===== src/sv/dga_pkg.sv =====
// shared widths, types and saturation helpers for the density gradient accumulator
package dga_pkg;

   localparam int VAL_W    = 32;
   localparam int FRAC_W   = 27;
   localparam int SUM_W    = 48;
   localparam int GAMMA_W  = 63;
   localparam int LANE_CNT = 4;

   localparam int PROD_W   = 2 * VAL_W;
   localparam int ROUND_W  = PROD_W - FRAC_W;
   localparam int MAG_W    = (GAMMA_W + FRAC_W) / 2;
   localparam int HI_W     = MAG_W - FRAC_W;

   // lane roles
   localparam int LANE_DEN = 0;
   localparam int LANE_GX  = 1;
   localparam int LANE_GY  = 2;
   localparam int LANE_GZ  = 3;

   localparam logic signed [PROD_W-1:0] HALF_LSB = PROD_W'(64'sd1 <<< (FRAC_W - 1));

   typedef struct packed {
      logic valid;
      logic last;
   } lane_ctl_type;

   typedef struct packed {
      logic signed [SUM_W-1:0] density;
      logic signed [SUM_W-1:0] grad_x;
      logic signed [SUM_W-1:0] grad_y;
      logic signed [SUM_W-1:0] grad_z;
      logic [GAMMA_W-1:0]      gamma;
   } result_type;

   localparam logic signed [SUM_W-1:0] SUM_MAX = {1'b0, {(SUM_W-1){1'b1}}};
   localparam logic signed [SUM_W-1:0] SUM_MIN = {1'b1, {(SUM_W-1){1'b0}}};

   // accumulator plus one rounded product, clamped to the sum range
   function automatic logic signed [SUM_W-1:0] sat_acc(
      input logic signed [SUM_W-1:0]   acc,
      input logic signed [ROUND_W-1:0] inc);
      logic signed [SUM_W:0] wide;
      wide = (SUM_W+1)'(acc) + (SUM_W+1)'(inc);
      if (wide[SUM_W] != wide[SUM_W-1]) begin
         sat_acc = wide[SUM_W] ? SUM_MIN : SUM_MAX;
      end else begin
         sat_acc = wide[SUM_W-1:0];
      end
   endfunction

   // multiply by 2 (shift 1) or 4 (shift 2) with clamping
   function automatic logic signed [SUM_W-1:0] sat_scale2(input logic signed [SUM_W-1:0] v);
      logic signed [SUM_W:0] wide;
      wide = (SUM_W+1)'(v) <<< 1;
      if (wide[SUM_W] != wide[SUM_W-1]) begin
         sat_scale2 = wide[SUM_W] ? SUM_MIN : SUM_MAX;
      end else begin
         sat_scale2 = wide[SUM_W-1:0];
      end
   endfunction

   function automatic logic signed [SUM_W-1:0] sat_scale4(input logic signed [SUM_W-1:0] v);
      logic signed [SUM_W+1:0] wide;
      wide = (SUM_W+2)'(v) <<< 2;
      if (!(wide[SUM_W+1:SUM_W-1] == 3'b000 || wide[SUM_W+1:SUM_W-1] == 3'b111)) begin
         sat_scale4 = wide[SUM_W+1] ? SUM_MIN : SUM_MAX;
      end else begin
         sat_scale4 = wide[SUM_W-1:0];
      end
   endfunction

endpackage


===== src/sv/dga_lane.sv =====
// one multiply-accumulate lane: registered product, rounding and saturating sum
module dga_lane (
   input  logic                                clock,
   input  logic                                reset,
   input  logic                                load,
   input  dga_pkg::lane_ctl_type               ctl,
   input  logic signed [dga_pkg::VAL_W-1:0]    operand,
   input  logic signed [dga_pkg::VAL_W-1:0]    weight,
   output logic signed [dga_pkg::SUM_W-1:0]    total
);

   logic signed [dga_pkg::PROD_W-1:0]  prod_ff;
   logic signed [dga_pkg::PROD_W-1:0]  prod_rnd;
   logic signed [dga_pkg::SUM_W-1:0]   acc_ff;
   logic signed [dga_pkg::SUM_W-1:0]   acc_in;

   always_ff @(posedge clock) begin
      if (load) begin
         prod_ff <= dga_pkg::PROD_W'(operand) * dga_pkg::PROD_W'(weight);
      end
   end

   // round half up, then floor shift
   assign prod_rnd = prod_ff + dga_pkg::HALF_LSB;
   assign total    = dga_pkg::sat_acc(acc_ff, prod_rnd[dga_pkg::PROD_W-1:dga_pkg::FRAC_W]);

   always_comb begin
      acc_in = acc_ff;
      if (ctl.valid) begin
         acc_in = ctl.last ? '0 : total;
      end
   end

   always_ff @(posedge clock) begin
      if (reset) begin
         acc_ff <= '0;
      end else begin
         acc_ff <= acc_in;
      end
   end

endmodule


===== config.mk =====
export PLATFORM = sky130hd
export DESIGN_NAME = dga_lane
export DESIGN_NICKNAME = d
export VERILOG_FILES = /design/src/sv/dga_pkg.sv /design/src/sv/dga_lane.sv
export SDC_FILE = /design/constraint.sdc
export NUM_CORES = 2
export LEC_CHECK = 0
export BUFFER_PORTS_ARGS = -buffer_cell sky130_fd_sc_hd__buf_2
export CAP_MARGIN = 20
export CORE_MARGIN = 2
export CORE_UTILIZATION = 55
export CTS_CLUSTER_DIAMETER = 60
export DETAILED_ROUTE_END_ITERATION = 6
export GPL_ROUTABILITY_DRIVEN = 0
export GPL_TIMING_DRIVEN = 0
export MAX_ROUTING_LAYER = met4
export PLACE_DENSITY = 0.77
export SLEW_MARGIN = 10
export SYNTH_ARGS = -nofsm -noshare
export SYNTH_HDL_FRONTEND = slang
export SYNTH_SLANG_ARGS = --single-unit

===== constraint.sdc =====
create_clock -name clock -period 17.34 [get_ports clock]
set_input_delay 2.601 -clock clock [delete_from_list [all_inputs] [get_ports clock]]
set_output_delay 2.601 -clock clock [all_outputs]
set_load 0.005 [all_outputs]

# --- After elaboration in Yosys (flattened, before gate mapping) ---
# Index checks and enable logic that the tools add are counted.
# Widths: inputs -> output; s select.
totals:
  regBits: 112
  inputBits: 69
  out_inout_bits: 48
  word_cells: 9
classes:
  addsub: 2
  mul: 1
  n_eq_ne: 1
  muxes: 3
ops:
  columns: ["operator", "n"]
  rows:
  - ["$mux 48", 3]
  - ["$add 64x28->64 const B", 1]
  - ["$mul 32x32->64", 1]
  - ["$add 48x37->49", 1]
  - ["$ne 1x1->1", 1]

# --- Logic depth before layout (Yosys ltp) ---
logic_depth:
  word_depth: 5
  ltp_mapped: 30

# --- Least setup slack after synthesis ---
# Ideal clock, no wire load.
synth_path:
  path_kind: "input port to flip-flop"
  startpoint: "input port operand[31] (netlist name)"
  endpoint: "register prod_ff[56] (netlist name), data pin"
  setup_time_ps: 260
  arrival_ps: 9743
  path_slack_ps: 7337
  stages: 26
  n_path_buf: 1
  cell_sequence: "clkbuf_1 nand2_1 inv_1 fa_1 fa_1 inv_1 fa_1 inv_1 fa_1 inv_1 fa_1 inv_1 fa_1 fa_1 fa_1 ha_1 a21o_1 a21o_1 a21oi_1 nand2_1 a21oi_1 nor2b_1 a21o_1 a31o_2 a21oi_1 xnor2_1"
synth_between:
  elab_chain_cells: 1
synth_rtl:
  columns: ["element", "line_no", "text"]
  rows:
  - ["start, declared", "dga_lane.sv:7", "input logic signed [dga_pkg::VAL_W-1:0] operand,"]
  - ["$mul 32x32->64", "dga_lane.sv:19", "prod_ff <= dga_pkg::PROD_W'(operand) * dga_pkg::PROD_W'(weight);"]
  - ["end signal, assigned", "dga_lane.sv:19", null]
  - ["end, declared", "dga_lane.sv:12", "logic signed [dga_pkg::PROD_W-1:0] prod_ff;"]
# No other way between the ends.
# A chain may end at the register's enable or synchronous reset.

# --- Final worst setup path ---
layout_path:
  startpoint: "input port operand[22] (netlist name)"
  endpoint: "register prod_ff[44] (netlist name), data pin"
# Same word-level chain as after synthesis.

==> metrics.txt <==
final hold vios=0; CP required=17420 ps; Longest Clk Path Bufs=2; Post-DP HPWL=114000 um; Post-Place Worst Slack=5761 ps; type of the worst setup path=primary input to flip-flop; Max-cap violations=0; die width=279.4 um; commonest cells in the netlist=1082 x fa_1, 994 x inv_1, 567 x nand2_1; cts bufs inserted=9; worst min path class=flip-flop to flip-flop; die area=0.07804 mm^2; via count=33.08k; core area=0.07470 mm^2; most frequent cell after synthesis=fa_1; I/O Buffers=116; post-CTS repair timing setup buffer count=0; share of the synthesized area in the top cell type=51.94%; largest area contributor in the netlist=fa_1; Initial Utilization=55.83%; Total GRT Usage=36.24%; grt total ovfl=0; clock skew=12.96 ps; root buffer cell=clkbuf_16; Mean Syn Cell Area=9.386 um^2; initial antenna violation count=20; DR WL/cell=23.98 um; RSZ-0062 raised after global routing=no; post-route antenna net violation count=0; sequential-to-total area share from yosys stat=5.041%; row count=100; CP endpoint kind=flip-flop; Remaining DRCs=0; fin nets=5954; Resized cells post-CTS=0; Layout area overhead=5.203%; setup ws final=5904 ps; Top FF cell, synth=dfxtp_1; post-route cell area=0.04387 mm^2; Avg Vias per Cell=5.938; number of global-route vias before repair=34.83k; Worst Setup Start Kind=primary input; setup violators final=0; cell count after synthesis=4443; synth warn=0; first-pass GRT wire length=203200 um; Ports=117; Clk pin slew, worst setup/hold paths=70 ps; largest net degree at the start of global routing=39; placed inst area=0.04351 mm^2; DRT Pass-1 Iters=7; Syn Nets=5823; Data arrival, critical path=11510 ps; main area contributors after synthesis=fa_1 52%, inv_1 8.9%, and2_1 7.9%; async set-reset flop share out of synthesis=0%; Post-synth EDFFs=38; CTS Sinks=86; Critical Path Fanout Max=10; synthesized area=0.04170 mm^2; Max Clk Rate=0.08744 GHz; post-synthesis cell type count=72; Final Max Tran Viols=0; Die H=279.4 um; initial DRC count=3695; outcome=finished, final reports clean; Worst Max-Slew Pin Slew=1251 ps; Hold WS=472.2 ps; fin crit share=65.95%; # hold bufs at CTS=0; Rel. slew slack=16.58%; fillers=6232; CTS tree=done; #FFs+latches synth=86; Final min period=11440 ps; setup TNS=0 ps; WL final=133600 um; layout cells sized above 1=3.756%; Clk Latency, worst-skew pair=350 ps; htree depth=3
[layer usage]
| layer | vias to the layer above | track usage (%) | part of all wire [%] |
|---|---|---|---|
| met4 | 0 | 21.84 | 7.7 |
| met1 | 16562 | 44.13 | 35 |
| li1 | 13426 | - | - |
| met3 | 683 | 13.19 | 15 |
| met5 | - | - | 0 |
| met2 | 2409 | 51.65 | 43 |
[cells by family after synthesis]
| family | synth area share (%) |
|---|---|
| flip-flops | 5.041 |
| adder cells (fa/ha/maj) | 59.69 |
| multiplexers | 0.02400 |
| XOR/XNOR | 2.751 |
| buffers and inverters | 11.23 |
| AO/OA/AOI/OAI | 5.569 |
| AND/OR/NAND/NOR | 15.70 |
[final timing paths]
path	from	endpoint	slack [ps]	cells past startpoint
worst min register to register	acc_ff[40]	acc_ff[40]	470	2
worst max-delay path	operand[22]	prod_ff[44]	5900	23
worst min-delay path	acc_ff[40]	acc_ff[40]	470	2
worst max register to register	prod_ff[28]	acc_ff[37]	10790	21
[final cells by class]
cell class              count  area, um^2  share of cell area [%]
clock buffers              10       239.0                  0.5447
plain buffers             236       950.9                   2.168
flip-flops and latches     86        2102                   4.792
clock inverters             6       45.04                  0.1027
well taps                 969        1212                   2.764
repair buffers            120       615.6                   1.403
diodes                     23       57.56                  0.1312
multi-input cells        3127       34920                   79.59
inverters                 994        3731                   8.505
[layout by cell type, fill, tap and decap left out, drive strengths merged, types with 23 or more instances in the layout]
cell,count
inv,995
dfxtp,48
nand3,32
and2,527
a21o,39
xor2,43
nand4,27
fa,1082
clkbuf,224
buf,142
o21ai,71
xnor2,88
a21oi,93
diode,23
a221o,34
maj3,36
ha,229
nor2,83
nand2,567
edfxtp,38
[stage by stage]
| step | std cells | utilization, % |
|---|---|---|
| global route | 5570 | 58.73 |
| finish | 5571 | 58.73 |
| floorplan | 4443 | - |
| global placement | 5528 | 58.23 |
| CTS | 5546 | 58.63 |
| detailed placement | 5530 | 58.25 |
[worst max-delay path, cell delays in order]
cell	delay [ps]
buf_2	220
clkbuf_1	910
nand2_1	190
fa_1	610
fa_1	430
fa_1	500
fa_1	560
inv_1	60
fa_1	480
fa_1	560
fa_1	440
fa_1	450
ha_1	390
a21o_1	180
a21o_1	170
a21oi_1	420
o21ai_0	240
a21oi_1	910
o21ai_0	400
or2_2	410
nand4_1	100
a21oi_1	80
xor2_1	170
[registers in the layout (all words and copies together), names as in the netlist]
| name | flops |
|---|---|
| acc_ff | 48 |
| prod_ff | 38 |
Power is left out: the tool's default activity adds up to more than one toggle a clock period on the data nets, which glitch-free logic cannot reach.
